**src/sv/pqe_pkg.sv**
```systemverilog
// Package for the polyline quad expander.
// Holds the controller states, command/status structs and fixed arithmetic widths.
// No dependencies.
package pqe_pkg;

    localparam int CFG_IDX_W  = 1;
    localparam int CFG_DATA_W = 32;
    localparam int LW_W       = 16;
    localparam int COLOR_W    = 32;
    localparam int TEX_W      = 2;

    localparam int NORM_BITS  = 20;
    localparam int SQ_W       = 2 * NORM_BITS;
    localparam int RAD_SHIFT  = 16;
    localparam int RAD_W      = SQ_W + 1 + RAD_SHIFT;
    localparam int LEN_W      = 29;
    localparam int FRAC_SH    = 8;
    localparam int PROD_W     = LW_W + NORM_BITS;
    localparam int Q_W        = 17;
    localparam int NUM_W      = LEN_W + Q_W;
    localparam int OFS_W      = Q_W + 1;

    localparam int CFG_LINE_WIDTH = 0;
    localparam int CFG_COLOR      = 1;

    localparam logic [LW_W-1:0]    LINE_WIDTH_RESET = 16'd256;
    localparam logic [COLOR_W-1:0] COLOR_RESET      = 32'hFFFF_FFFF;

    localparam logic signed [TEX_W-1:0] TEX_POS = 2'sb01;
    localparam logic signed [TEX_W-1:0] TEX_NEG = 2'sb11;

    localparam int CNT_W = 5;
    localparam logic [CNT_W-1:0] SQRT_STEPS = 5'd29;
    localparam logic [CNT_W-1:0] DIV_STEPS  = 5'd17;
    localparam logic [CNT_W-1:0] VTX_COUNT  = 5'd12;
    localparam logic [CNT_W-1:0] SQ_START   = 5'd6;

    localparam int VIDX_W = 4;
    localparam logic [VIDX_W-1:0] SQ_FIRST_VIDX = 4'd6;
    localparam logic [VIDX_W-1:0] LAST_VIDX     = 4'd11;

    // Segment vertices: {use end point, subtract offset}.
    // Square vertices: {x side positive, y side positive}.
    localparam logic [1:0] VTX_CODE [12] = '{
        2'b00, 2'b01, 2'b10, 2'b01, 2'b11, 2'b10,
        2'b01, 2'b11, 2'b00, 2'b11, 2'b10, 2'b00
    };

    typedef enum logic [3:0] {
        ST_IDLE,
        ST_DECIDE,
        ST_NORM,
        ST_SQUARE,
        ST_ROOT_INIT,
        ST_ROOT,
        ST_MUL,
        ST_DIV_INIT,
        ST_DIV,
        ST_STORE,
        ST_EMIT
    } pqe_state_t;

    typedef struct packed {
        logic              in_ready;
        logic              norm_step;
        logic              square;
        logic              sqrt_init;
        logic              sqrt_step;
        logic              sel_y;
        logic              mul;
        logic              div_init;
        logic              div_step;
        logic              store;
        logic              emit;
        logic              finish;
        logic [VIDX_W-1:0] vidx;
    } pqe_cmd_t;

    typedef struct packed {
        logic in_valid;
        logic seg;
        logic norm_done;
        logic out_free;
    } pqe_stat_t;

endpackage

```
**src/sv/pqe_ifs.sv**
```systemverilog
// Channel interfaces for the polyline quad expander: input points and output vertices.
// Depends on nothing; payload widths follow COORD_WIDTH.
interface pqe_point_if #(parameter int COORD_WIDTH = 24);
    logic                          valid;
    logic                          ready;
    logic signed [COORD_WIDTH-1:0] point_x;
    logic signed [COORD_WIDTH-1:0] point_y;
    logic                          first_point;

    modport source (output valid, point_x, point_y, first_point, input ready);
    modport sink   (input valid, point_x, point_y, first_point, output ready);
endinterface

interface pqe_vert_if #(parameter int COORD_WIDTH = 24);
    logic                          valid;
    logic                          ready;
    logic                          prim_kind;
    logic signed [COORD_WIDTH-1:0] vert_x;
    logic signed [COORD_WIDTH-1:0] vert_y;
    logic signed [1:0]             tex_u;
    logic signed [1:0]             tex_v;
    logic [31:0]                   vert_color;
    logic                          last_vertex;

    modport source (output valid, prim_kind, vert_x, vert_y, tex_u, tex_v, vert_color,
                    last_vertex, input ready);
    modport sink   (input valid, prim_kind, vert_x, vert_y, tex_u, tex_v, vert_color,
                    last_vertex, output ready);
endinterface

```
**src/sv/pqe_ctrl.sv**
```systemverilog
// Controller state machine for the polyline quad expander.
// Sequences normalize, square root, two divides and vertex emission; uses pqe_pkg.
module pqe_ctrl (
    input  logic               clk,
    input  logic               rst_n,
    input  pqe_pkg::pqe_stat_t stat,
    output pqe_pkg::pqe_cmd_t  cmd
);
    import pqe_pkg::*;

    pqe_state_t       state_reg, state_next;
    logic [CNT_W-1:0] cnt_reg, cnt_next;
    logic             sel_reg, sel_next;

    always_ff @(posedge clk or negedge rst_n)
    begin
        if (!rst_n)
        begin
            state_reg <= ST_IDLE;
            cnt_reg   <= '0;
            sel_reg   <= 1'b0;
        end
        else
        begin
            state_reg <= state_next;
            cnt_reg   <= cnt_next;
            sel_reg   <= sel_next;
        end
    end

    always_comb
    begin
        state_next = state_reg;
        cnt_next   = cnt_reg;
        sel_next   = sel_reg;
        cmd        = '0;
        cmd.sel_y  = sel_reg;
        cmd.vidx   = cnt_reg[VIDX_W-1:0];
        unique case (state_reg)
            ST_IDLE:
            begin
                cmd.in_ready = 1'b1;
                if (stat.in_valid)
                    state_next = ST_DECIDE;
            end
            ST_DECIDE:
            begin
                if (stat.seg)
                    state_next = ST_NORM;
                else
                begin
                    cnt_next   = SQ_START;
                    state_next = ST_EMIT;
                end
            end
            ST_NORM:
            begin
                if (stat.norm_done)
                    state_next = ST_SQUARE;
                else
                    cmd.norm_step = 1'b1;
            end
            ST_SQUARE:
            begin
                cmd.square = 1'b1;
                state_next = ST_ROOT_INIT;
            end
            ST_ROOT_INIT:
            begin
                cmd.sqrt_init = 1'b1;
                cnt_next      = '0;
                state_next    = ST_ROOT;
            end
            ST_ROOT:
            begin
                cmd.sqrt_step = 1'b1;
                cnt_next      = cnt_reg + 1'b1;
                if (cnt_reg == SQRT_STEPS - 1'b1)
                begin
                    sel_next   = 1'b0;
                    state_next = ST_MUL;
                end
            end
            ST_MUL:
            begin
                cmd.mul    = 1'b1;
                state_next = ST_DIV_INIT;
            end
            ST_DIV_INIT:
            begin
                cmd.div_init = 1'b1;
                cnt_next     = '0;
                state_next   = ST_DIV;
            end
            ST_DIV:
            begin
                cmd.div_step = 1'b1;
                cnt_next     = cnt_reg + 1'b1;
                if (cnt_reg == DIV_STEPS - 1'b1)
                    state_next = ST_STORE;
            end
            ST_STORE:
            begin
                cmd.store = 1'b1;
                if (sel_reg)
                begin
                    cnt_next   = '0;
                    state_next = ST_EMIT;
                end
                else
                begin
                    sel_next   = 1'b1;
                    state_next = ST_MUL;
                end
            end
            ST_EMIT:
            begin
                if (stat.out_free)
                begin
                    cmd.emit = 1'b1;
                    if (cnt_reg == VTX_COUNT - 1'b1)
                    begin
                        cmd.finish = 1'b1;
                        state_next = ST_IDLE;
                    end
                    else
                        cnt_next = cnt_reg + 1'b1;
                end
            end
            default:
                state_next = ST_IDLE;
        endcase
    end

endmodule

```
**src/sv/pqe_dpath.sv**
```systemverilog
// Datapath for the polyline quad expander: config registers, offset arithmetic
// (normalize, bit-serial isqrt, restoring divide) and the vertex output register. Uses pqe_pkg.
module pqe_dpath #(
    parameter int COORD_WIDTH = 24
) (
    input  logic                            clk,
    input  logic                            rst_n,
    input  logic                            cfg_we,
    input  logic [pqe_pkg::CFG_IDX_W-1:0]   cfg_index,
    input  logic [pqe_pkg::CFG_DATA_W-1:0]  cfg_data,
    input  pqe_pkg::pqe_cmd_t               cmd,
    output pqe_pkg::pqe_stat_t              stat,
    pqe_point_if.sink                       points,
    pqe_vert_if.source                      verts
);
    import pqe_pkg::*;

    localparam int DIFF_W = COORD_WIDTH + 1;
    localparam int MAG_W  = (DIFF_W > NORM_BITS) ? DIFF_W : NORM_BITS + 1;
    localparam int EXT_W  = ((COORD_WIDTH > OFS_W) ? COORD_WIDTH : OFS_W) + 2;
    localparam logic signed [EXT_W-1:0] CMAX = EXT_W'({1'b0, {(COORD_WIDTH-1){1'b1}}});
    localparam logic signed [EXT_W-1:0] CMIN = ~CMAX;

    logic [LW_W-1:0]    width_reg;
    logic [COLOR_W-1:0] color_reg;
    logic               have_prev_reg;
    logic               out_valid_reg;

    logic signed [COORD_WIDTH-1:0] cur_x_reg, cur_y_reg, prev_x_reg, prev_y_reg;
    logic                          seg_reg, dxneg_reg, dyneg_reg;
    logic [MAG_W-1:0]              adx_reg, ady_reg;
    logic [SQ_W-1:0]               sqx_reg, sqy_reg;
    logic [RAD_W-1:0]              rad_reg, root_reg, rbit_reg;
    logic [PROD_W-1:0]             prod_reg;
    logic [NUM_W-1:0]              num_reg, dsh_reg;
    logic [Q_W-1:0]                q_reg;
    logic signed [OFS_W-1:0]       rx_reg, ry_reg;

    logic                          out_kind_reg, out_last_reg;
    logic signed [COORD_WIDTH-1:0] out_x_reg, out_y_reg;
    logic signed [TEX_W-1:0]       out_u_reg, out_v_reg;
    logic [COLOR_W-1:0]            out_color_reg;

    logic                          accept;
    logic signed [DIFF_W-1:0]      dx, dy;
    logic [MAG_W-1:0]              adx_in, ady_in;
    logic [NORM_BITS-1:0]          adx_n, ady_n, mul_src;
    logic [RAD_W:0]                trial;
    logic [LEN_W-1:0]              len;
    logic [Q_W-1:0]                mag;
    logic signed [OFS_W-1:0]       mag_s;
    logic [1:0]                    code;
    logic                          is_sq;
    logic [LW_W-1:0]               half_w;
    logic signed [EXT_W-1:0]       he, rxe, rye, base_x, base_y, off_x, off_y;
    logic signed [EXT_W-1:0]       sum_x, sum_y;
    logic signed [TEX_W-1:0]       tex_u, tex_v;

    function automatic logic signed [COORD_WIDTH-1:0] sat(input logic signed [EXT_W-1:0] v);
        logic signed [EXT_W-1:0] c;
        begin
            c = v;
            if (v > CMAX)
                c = CMAX;
            else if (v < CMIN)
                c = CMIN;
            return c[COORD_WIDTH-1:0];
        end
    endfunction

    assign accept        = points.valid & points.ready;
    assign points.ready  = cmd.in_ready;

    assign stat.in_valid  = points.valid;
    assign stat.seg       = seg_reg;
    assign stat.norm_done = (adx_reg[MAG_W-1:NORM_BITS] == '0) &&
                            (ady_reg[MAG_W-1:NORM_BITS] == '0);
    assign stat.out_free  = !out_valid_reg || verts.ready;

    always_comb
    begin
        dx     = DIFF_W'(points.point_x) - DIFF_W'(prev_x_reg);
        dy     = DIFF_W'(points.point_y) - DIFF_W'(prev_y_reg);
        adx_in = dx[DIFF_W-1] ? MAG_W'($unsigned(-dx)) : MAG_W'($unsigned(dx));
        ady_in = dy[DIFF_W-1] ? MAG_W'($unsigned(-dy)) : MAG_W'($unsigned(dy));
    end

    assign adx_n   = adx_reg[NORM_BITS-1:0];
    assign ady_n   = ady_reg[NORM_BITS-1:0];
    assign mul_src = cmd.sel_y ? adx_n : ady_n;
    assign trial   = {1'b0, root_reg} + {1'b0, rbit_reg};
    assign len     = root_reg[LEN_W-1:0];
    assign mag     = (len == '0) ? '0 : q_reg;
    assign mag_s   = $signed({1'b0, mag});

    // Vertex generation
    always_comb
    begin
        code   = VTX_CODE[cmd.vidx];
        is_sq  = (cmd.vidx >= SQ_FIRST_VIDX);
        half_w = LW_W'(({1'b0, width_reg} + 17'd1) >> 1);
        he     = $signed(EXT_W'(half_w));
        rxe    = EXT_W'(rx_reg);
        rye    = EXT_W'(ry_reg);
        if (is_sq)
        begin
            base_x = EXT_W'(cur_x_reg);
            base_y = EXT_W'(cur_y_reg);
            off_x  = code[1] ? he : -he;
            off_y  = code[0] ? he : -he;
            tex_u  = code[1] ? TEX_POS : TEX_NEG;
            tex_v  = code[0] ? TEX_NEG : TEX_POS;
        end
        else
        begin
            base_x = code[1] ? EXT_W'(cur_x_reg) : EXT_W'(prev_x_reg);
            base_y = code[1] ? EXT_W'(cur_y_reg) : EXT_W'(prev_y_reg);
            off_x  = code[0] ? -rxe : rxe;
            off_y  = code[0] ? -rye : rye;
            tex_u  = $signed({1'b0, code[0]});
            tex_v  = $signed({1'b0, code[1]});
        end
        sum_x = base_x + off_x;
        sum_y = base_y + off_y;
    end

    always_ff @(posedge clk or negedge rst_n)
    begin
        if (!rst_n)
        begin
            width_reg     <= LINE_WIDTH_RESET;
            color_reg     <= COLOR_RESET;
            have_prev_reg <= 1'b0;
            out_valid_reg <= 1'b0;
        end
        else
        begin
            if (cfg_we)
            begin
                unique case (int'(cfg_index))
                    CFG_LINE_WIDTH: width_reg <= cfg_data[LW_W-1:0];
                    CFG_COLOR:      color_reg <= cfg_data[COLOR_W-1:0];
                    default:        ;
                endcase
            end
            if (cmd.finish)
                have_prev_reg <= 1'b1;
            if (cmd.emit)
                out_valid_reg <= 1'b1;
            else if (verts.ready)
                out_valid_reg <= 1'b0;
        end
    end

    always_ff @(posedge clk)
    begin
        if (accept)
        begin
            cur_x_reg <= points.point_x;
            cur_y_reg <= points.point_y;
            seg_reg   <= !points.first_point && have_prev_reg;
            dxneg_reg <= dx[DIFF_W-1];
            dyneg_reg <= dy[DIFF_W-1];
            adx_reg   <= adx_in;
            ady_reg   <= ady_in;
        end
        else if (cmd.norm_step)
        begin
            adx_reg <= adx_reg >> 1;
            ady_reg <= ady_reg >> 1;
        end
        if (cmd.square)
        begin
            sqx_reg <= SQ_W'(adx_n) * SQ_W'(adx_n);
            sqy_reg <= SQ_W'(ady_n) * SQ_W'(ady_n);
        end
        if (cmd.sqrt_init)
        begin
            rad_reg  <= (RAD_W'(sqx_reg) + RAD_W'(sqy_reg)) << RAD_SHIFT;
            root_reg <= '0;
            rbit_reg <= RAD_W'(1) << (RAD_W - 1);
        end
        else if (cmd.sqrt_step)
        begin
            if ({1'b0, rad_reg} >= trial)
            begin
                rad_reg  <= rad_reg - trial[RAD_W-1:0];
                root_reg <= (root_reg >> 1) + rbit_reg;
            end
            else
                root_reg <= root_reg >> 1;
            rbit_reg <= rbit_reg >> 2;
        end
        if (cmd.mul)
            prod_reg <= PROD_W'(width_reg) * PROD_W'(mul_src);
        if (cmd.div_init)
        begin
            num_reg <= (NUM_W'(prod_reg) << FRAC_SH) + NUM_W'(len);
            dsh_reg <= NUM_W'(len) << Q_W;
            q_reg   <= '0;
        end
        else if (cmd.div_step)
        begin
            if (num_reg >= dsh_reg)
            begin
                num_reg <= num_reg - dsh_reg;
                q_reg   <= {q_reg[Q_W-2:0], 1'b1};
            end
            else
                q_reg <= {q_reg[Q_W-2:0], 1'b0};
            dsh_reg <= dsh_reg >> 1;
        end
        if (cmd.store)
        begin
            if (cmd.sel_y)
                ry_reg <= dxneg_reg ? mag_s : -mag_s;
            else
                rx_reg <= dyneg_reg ? -mag_s : mag_s;
        end
        if (cmd.finish)
        begin
            prev_x_reg <= cur_x_reg;
            prev_y_reg <= cur_y_reg;
        end
        if (cmd.emit)
        begin
            out_kind_reg  <= is_sq;
            out_x_reg     <= sat(sum_x);
            out_y_reg     <= sat(sum_y);
            out_u_reg     <= tex_u;
            out_v_reg     <= tex_v;
            out_color_reg <= color_reg;
            out_last_reg  <= (cmd.vidx == LAST_VIDX);
        end
    end

    assign verts.valid       = out_valid_reg;
    assign verts.prim_kind   = out_kind_reg;
    assign verts.vert_x      = out_x_reg;
    assign verts.vert_y      = out_y_reg;
    assign verts.tex_u       = out_u_reg;
    assign verts.tex_v       = out_v_reg;
    assign verts.vert_color  = out_color_reg;
    assign verts.last_vertex = out_last_reg;

    a_emit_free: assert property (@(posedge clk) disable iff (!rst_n)
        cmd.emit |-> (!out_valid_reg || verts.ready))
        else $error("vertex loaded over a pending transaction");

    a_prev_set: assert property (@(posedge clk) disable iff (!rst_n)
        $rose(have_prev_reg) |-> $past(cmd.finish))
        else $error("previous point marked without finishing a point");

    a_finish_last: assert property (@(posedge clk) disable iff (!rst_n)
        cmd.finish |-> (cmd.emit && cmd.vidx == LAST_VIDX))
        else $error("point finished away from its last vertex");

endmodule

```
**src/sv/polyline_quad_expander.sv**
```systemverilog
// Polyline quad expander top level: thick polyline stroke to triangle-list vertices.
// Instantiates pqe_ctrl and pqe_dpath; uses pqe_pkg and the interfaces in pqe_ifs.sv.
//
//   channel   dir   payload                                             handshake
//   points    in    point_x, point_y, first_point                       valid/ready
//   verts     out   prim_kind, vert_x, vert_y, tex_u, tex_v,            valid/ready
//                   vert_color, last_vertex
//   cfg       in    cfg_index, cfg_data                                 cfg_we
//
// A point without a segment passes through accept, decide and 6 vertices.
// A point with a segment passes through s normalize shifts (0..COORD_WIDTH-20), the square,
// the bit-serial square root, two passes of the shared restoring divider and 12 vertices.
// The vertex register is independent: a new point is taken while the last vertex waits.
// Output stalls hold vertex emission; no reset pass, the block is ready right after reset.
module polyline_quad_expander #(
    parameter int COORD_WIDTH = 24
) (
    input  logic                           clk,
    input  logic                           rst_n,
    input  logic                           cfg_we,
    input  logic [pqe_pkg::CFG_IDX_W-1:0]  cfg_index,
    input  logic [pqe_pkg::CFG_DATA_W-1:0] cfg_data,
    pqe_point_if.sink                      points,
    pqe_vert_if.source                     verts
);
    import pqe_pkg::*;

    pqe_cmd_t  cmd;
    pqe_stat_t stat;

    pqe_ctrl u_ctrl (
        .clk   (clk),
        .rst_n (rst_n),
        .stat  (stat),
        .cmd   (cmd)
    );

    pqe_dpath #(
        .COORD_WIDTH (COORD_WIDTH)
    ) u_dpath (
        .clk       (clk),
        .rst_n     (rst_n),
        .cfg_we    (cfg_we),
        .cfg_index (cfg_index),
        .cfg_data  (cfg_data),
        .cmd       (cmd),
        .stat      (stat),
        .points    (points),
        .verts     (verts)
    );

endmodule

```
**src/flat_wrapper.sv**
```systemverilog
// flat-port wrapper written by rule: the top's interface ports become plain ports
module polyline_quad_expander_flat import pqe_pkg::*;
#(
    parameter int COORD_WIDTH = 24
)
  (clk, rst_n, cfg_we, cfg_index, cfg_data, points_valid, points_point_x, points_point_y, points_first_point, points_ready, verts_valid, verts_prim_kind, verts_vert_x, verts_vert_y, verts_tex_u, verts_tex_v, verts_vert_color, verts_last_vertex, verts_ready);
  pqe_point_if #(.COORD_WIDTH(COORD_WIDTH)) points_i ();
  pqe_vert_if #(.COORD_WIDTH(COORD_WIDTH)) verts_i ();
  input  logic clk;
  input  logic rst_n;
  input  logic cfg_we;
  input  logic [pqe_pkg::CFG_IDX_W-1:0] cfg_index;
  input  logic [pqe_pkg::CFG_DATA_W-1:0] cfg_data;
  input wire logic [$bits(points_i.valid)-1:0] points_valid;
  input wire logic [$bits(points_i.point_x)-1:0] points_point_x;
  input wire logic [$bits(points_i.point_y)-1:0] points_point_y;
  input wire logic [$bits(points_i.first_point)-1:0] points_first_point;
  output wire logic [$bits(points_i.ready)-1:0] points_ready;
  output wire logic [$bits(verts_i.valid)-1:0] verts_valid;
  output wire logic [$bits(verts_i.prim_kind)-1:0] verts_prim_kind;
  output wire logic [$bits(verts_i.vert_x)-1:0] verts_vert_x;
  output wire logic [$bits(verts_i.vert_y)-1:0] verts_vert_y;
  output wire logic [$bits(verts_i.tex_u)-1:0] verts_tex_u;
  output wire logic [$bits(verts_i.tex_v)-1:0] verts_tex_v;
  output wire logic [$bits(verts_i.vert_color)-1:0] verts_vert_color;
  output wire logic [$bits(verts_i.last_vertex)-1:0] verts_last_vertex;
  input wire logic [$bits(verts_i.ready)-1:0] verts_ready;
  assign points_i.valid = points_valid;
  assign points_i.point_x = points_point_x;
  assign points_i.point_y = points_point_y;
  assign points_i.first_point = points_first_point;
  assign points_ready = points_i.ready;
  assign verts_valid = verts_i.valid;
  assign verts_prim_kind = verts_i.prim_kind;
  assign verts_vert_x = verts_i.vert_x;
  assign verts_vert_y = verts_i.vert_y;
  assign verts_tex_u = verts_i.tex_u;
  assign verts_tex_v = verts_i.tex_v;
  assign verts_vert_color = verts_i.vert_color;
  assign verts_last_vertex = verts_i.last_vertex;
  assign verts_i.ready = verts_ready;
  polyline_quad_expander #(.COORD_WIDTH(COORD_WIDTH)) u_core (.clk(clk), .rst_n(rst_n), .cfg_we(cfg_we), .cfg_index(cfg_index), .cfg_data(cfg_data), .points(points_i), .verts(verts_i));
endmodule
```
**config.mk**
```make
export PLATFORM = sky130hd
export DESIGN_NAME = polyline_quad_expander_flat
export DESIGN_NICKNAME = d
export VERILOG_FILES = /design/src/sv/pqe_pkg.sv /design/src/sv/pqe_ifs.sv /design/src/sv/pqe_ctrl.sv /design/src/sv/pqe_dpath.sv /design/src/sv/polyline_quad_expander.sv /design/src/flat_wrapper.sv
export SDC_FILE = /design/constraint.sdc
export NUM_CORES = 2
export LEC_CHECK = 0
export BUFFER_PORTS_ARGS = -buffer_cell sky130_fd_sc_hd__buf_2
export CORE_AREA = 2 2 543 329
export DETAILED_ROUTE_END_ITERATION = 7
export DIE_AREA = 0 0 545 331
export PLACE_DENSITY = 0.74
export SYNTH_ARGS = -nofsm -noshare
export SYNTH_HDL_FRONTEND = slang
export SYNTH_HIERARCHICAL = 1
export SYNTH_SLANG_ARGS = --single-unit
```
**constraint.sdc**
```tcl
create_clock -name clk -period 7.12 [get_ports clk]
set_clock_uncertainty 0.15 [all_clocks]
set_input_delay 0.356 -clock clk [delete_from_list [all_inputs] [get_ports clk]]
set_output_delay 0.356 -clock clk [all_outputs]
set_load 0.05 [all_outputs]
```
; ---- Yosys cells after proc, flatten, opt, wreduce, memory -nomap -nowiden
; Memories as Yosys holds them, arrays and structs flattened.
; Index checks and enable logic that the tools add are counted.
[word_totals]
reg_bits = 699
rom_bits = 32
input_bits = 87
output_inout_bits = 88
elab_cells = 195
n_memories = 1
[classes]
n_addsub = 18
n_mul = 3
n_lt_le_gt_ge = 8
eq_ne = 23
muxes = 69
n_bitwise = 4
reduce_logical = 29
[memory_table]
columns = memory, words, width, rd, rd_clocked_by_memory_dff, wr, line_no
row1 = (name not given), 16, 2, 1, 0, 0, pqe_dpath.sv:99  ; code = VTX_CODE[cmd.vidx];
[op_table]
columns = op, n
row1 = 2-to-1 mux 26 bit, 10
row2 = 2-to-1 mux 46 bit, 5
row3 = 2-to-1 mux 57 bit, 4
row4 = 2-to-1 mux 25 bit, 6
row5 = multiplier 20 x 20 -> 40 bit, 2
row6 = adder 57 x 57 -> 58 bit, 1
row7 = >= comparator 57 x 58 -> 1 bit, 1
row8 = adder 56 x 57 -> 57 bit, 1
row9 = subtractor 57 bit, 1
row10 = adder 26 bit, 2
row11 = "> comparator 26 x 24 -> 1 bit, second input constant", 2
row12 = "less-than comparator 26 x 24 -> 1 bit, second input constant", 2
row13 = negator 18 -> 26 bit, 2
row14 = 2-to-1 mux 17 bit, 3
row15 = negator 25 bit, 2
row16 = subtractor 24 x 24 -> 25 bit, 2
row17 = 2-to-1 mux 24 bit, 2
row18 = >= comparator 46 bit, 1
row19 = subtractor 46 bit, 1
row20 = adder 44 x 29 -> 45 bit, 1
row21 = case mux 4 bit (11 select lines), 1
row22 = adder 40 x 40 -> 41 bit, 1
row23 = multiplier 16 x 20 -> 36 bit, 1
row24 = 2-to-1 mux 4 bit, 8
row25 = other kinds (35), 92

; ---- Longest topological paths before layout
[logic_depth]
word_depth = 9
depth_mapped = 30
ltp_nobuf = 27

; ---- By module
; Netlist, hierarchy kept.
[modules_own_cells]
columns = module, n_inst, cells_per_inst, area_per_inst_um2
row1 = pqe_dpath, 1, 8651, 79406.2
row2 = pqe_ctrl, 1, 106, 910.9

; ---- Worst setup path before layout
; OpenSTA, ideal clock, no wires.
[synth_timing]
path_type = reg2reg
start = register u_core.u_dpath.adx_reg[10]
end = register u_core.u_dpath.sqx_reg[39] (data pin)
arrival_ns = 7.181
required_time_ns = 6.712
slack_ns = -0.469
stages_incl_launch_ff = 26
n_path_buf = 2
period_less_slack_ns = 7.589
cell_sequence = edfxtp_1 > clkbuf_1 > clkbuf_1 > nand2_1 > fa_1 > inv_1 > fa_1 > fa_1 > fa_1 > inv_1 > fa_1 > inv_1 > fa_1 > fa_1 > ha_1 > a211oi_1 > nand2_1 > o31ai_1 > o31ai_1 > a221oi_1 > o31ai_1 > o41a_1 > a211oi_1 > a21oi_1 > nor2_1 > xnor2_1
[synth_between]
elab_chain_cells = 1
[synth_rtl]
columns = element, line_no
row1 = "start, declared", pqe_dpath.sv:31  ; logic [MAG_W-1:0] adx_reg, ady_reg;
row2 = "start signal, assigned", pqe_dpath.sv:164  ; adx_reg <= adx_in;
row3 = "start signal, assigned", pqe_dpath.sv:169  ; adx_reg <= adx_reg >> 1;
row4 = multiplier 20 x 20 -> 40 bit, pqe_dpath.sv:174  ; sqx_reg <= SQ_W'(adx_n) * SQ_W'(adx_n);
row5 = "end signal, assigned", pqe_dpath.sv:174
row6 = "end, declared", pqe_dpath.sv:32  ; logic [SQ_W-1:0] sqx_reg, sqy_reg;
; Every way passes these cells.
; A chain may end at the register's enable or synchronous reset.

; ---- Worst setup path in the final report
[layout_timing]
start = register u_core.u_dpath.adx_reg[10]
end = register u_core.u_dpath.sqx_reg[37] (data pin)
; Same word-level chain as after synthesis.

==> results.yml <==
power:
  power.total_mw: 39.4
  clockPowerShare_pct: 10.6
  p_leak_nw: 41.4
  peakVddDrop_mv: 2.75
  p_per_area_nw_per_um2: 430
  switching_share_pct: 45.5
  switchingPower_mw: 17.9
  pwr-share-comb_pct: 74.3
  internal_power_mw: 21.5
  pwr-share-seq_pct: 15.1
final_layout:
  n_fill_cell: 15500
  seq_area_um2: 19300
  layout_common_cells: "1180 x inv_1, 961 x nand2_1, 767 x fa_1"
  design_area_um2: 91700
  multi_input_area_um2: 56100
  fin_util_pct: 52.4
  fin_nets: 10900
  fin_cells: 11700
  drive_above_1_share_pct: 13.7
  syn2layout_area_growth_pct: 14.2
  final_common_cell: "inv_1"
cts:
  cts_root_buf: "clkbuf_16"
  cts_tree: "done"
  cts-htree-levels: 3
  cts_sinks: 697
  clock_latency_ps: 700
  ctsLongestPathBuffers: 3
  path_clk_slew_ps: 90
  cts_buffers: 76
worst_setup_path:
  cp.buffers_inverters: 6
  cp.required_ps: 7380
  arrival_ps: 7650
  path_delay_family: "adder cells"
  start_kind: "flip-flop"
  crit_start: "u_core/u_dpath/adx_reg[10]"
  crit_fanout: 4
  path_cells: "buf_4 > nand2_1 > inv_1 > fa_2 > fa_1 > fa_1 > fa_1 > fa_1 > fa_1 > inv_1 > fa_1 > inv_1 > ha_1 > a21oi_2 > o21ai_2 > a221oi_4 > o31ai_4 > a221oi_2 > o31ai_2 > o41a_1 > a211oi_2 > buf_4 > buf_4 > xnor2_1"
  path_class: "flip-flop to flip-flop"
  end_kind: "flip-flop"
  r2r_start: "u_core/u_dpath/adx_reg[10]"
  critPathMaxStageDelay_ps: 570
  cpMostUsedCell: "fa_1"
  cp_slowest_cell: "fa_2"
floorplanning:
  start_util_pct: 45.9
  die_x_um: 545
  die-area_um2: 180000
  core_area_um2: 175000
  die-height_um: 331
  rows: 119
  ios: 175
sta:
  max_freq_ghz: 0.135
  setup_viol: 5
  hold_violations: 0
  maxSlewViolCount: 0
  period_needed_ps: 7390
  tightest_slew_ps: 1240
  fin_crit_sh_pct: 104
  setup-tns-final_ps: -610
  max_slew_margin_pct: 16.6
  setup_ws_ps: -271
  rsz0062_at_grt: "yes"
  worst_hold_slack_ps: 92.6
grt:
  grt.total_usage_pct: 25.8
  grt_pass1_wl_mm: 367
  grt_overflow: 0
  grt_max_degree: 117
  grt_pass1_vias: 65300
  antenna_found_initial: 8
placed_design:
  placed_cells: 11400
  portBuffers: 174
  gp_congestion: 0.985
  dp_slack_ps: -300
  placed_cell_area_um2: 86600
  hpwl_mm: 187
hold_path:
  hold_path_class: "primary input to flip-flop"
  hold_start: "verts_ready"
synth:
  syn_inst: 8757
  yosys-top-cells-area: "fa_1 20%, edfxtp_1 19%, ha_1 12%, inv_1 5.7%, nand2_1 4.7%"
  ys_seq_area_share_pct: 24.0
  syn_area_per_cell_um2: 9.17
  async_flop_share_pct: 8.61
  synth_top_area_share_pct: 20.3
  yosys.cell_types.count: 103
  syn_area_um2: 80300
  syn_nets: 10400
  ys_ff_latch: 697
  synthFlopType: "edfxtp_1"
  ys.warnings.count: 6
  yosysTopAreaCell: "fa_1"
  synth-edff-count: 501
route:
  antenna_left: 0
  wl_mm: 236
  vias_per_cell: 5.68
  drtIter0Drc: 7284
  firstDrtPassIters: 7
  vias: 66400
  wl_per_cell_um: 20.2
  drc: 0
status:
  violations: "setup timing"
  outcome: "finished, violations left"
flow_run:
  drv_cap: 0
[logic make-up after synthesis]
kind of cell / synth area share [%]
AOI/OAI and AO/OA: 13.5
xor gates and xnor gates: 6.35
adders and majority gates: 32.0
buffers and inverters: 7.56
DFF: 24.0
muxes: 2.01
and+or+nand+nor: 14.5
[worst min-delay path: stages]
cell and delay [ps]:
buf_2 70, nand2b_1 350, nand2b_1 110
[routing by layer]
| metal | part of all wire [%] | GRT usage (%) | vias to the layer above |
|---|---|---|---|
| met5 | 0.058 | 0 | - |
| met4 | 2.5 | 6.28 | 10 |
| met3 | 12 | 6.76 | 357 |
| met2 | 40 | 36.0 | 3358 |
| met1 | 46 | 39.3 | 32200 |
| li1 | - | - | 30500 |
[layout make-up]
class	count	area share (%)
multi-input combinational	6471	61.2
tap	2359	3.22
sequential	697	21.1
timing repair buffer	806	6.80
clock buffer	100	2.38
inverter	1213	4.97
clock inverter	40	0.401
antenna	2	0.00546
[worst paths after layout]
| check | endpoint | slack (ps) | cells after the start |
|---|---|---|---|
| max | u_core/u_dpath/sqx_reg[37] | -270 | 24 |
| min | u_core/u_dpath/verts.valid | 90 | 3 |
| max reg2reg | u_core/u_dpath/sqx_reg[37] | -270 | 24 |
| min reg2reg | u_core/u_dpath/prev_x_reg[13] | 290 | 0 |
| max in group asynchronous | u_core/u_ctrl/sel_reg | 5940 | 3 |
| min in group asynchronous | u_core/u_dpath/verts.valid | 270 | 3 |
[cell usage after synthesis (69+ instances only)]
master,count
a21o_1,157
ha_1,752
clkbuf_1,311
nand3_1,105
fa_1,813
xor2_1,220
edfxtp_1,501
a21oi_1,425
a31oi_1,88
inv_1,1211
xnor2_1,362
nand2_1,995
nor2_1,498
nor3_1,103
o21bai_1,76
nand2b_1,72
nand4_1,69
and2_1,300
dfxtp_1,136
o31ai_1,75
o21ai_0,413
a211oi_1,79
mux2i_1,84
[timing repair]
| action | in CTS | in global routing |
|---|---|---|
| hold buffers | 82 | 0 |
| gates resized for setup | 64 | 250 |
| pin swaps | 47 | 143 |
| endpoints found under the setup margin | 20 | 240 |
| hold endpoints to repair | 124 | 0 |
| setup buffers | 36 | 37 |
[power by group through the flow]
stage	clock network, mW	logic [mW]	registers [mW]
after floorplan	0	20.0	6.01
after global placement	0	26.0	6.04
after detailed placement	0	26.6	6.05
after CTS	4.24	27.7	5.96
after global routing	4.38	32.7	5.95
final	4.16	29.3	5.97
Note: power is estimated with default switching activity, not from simulation.
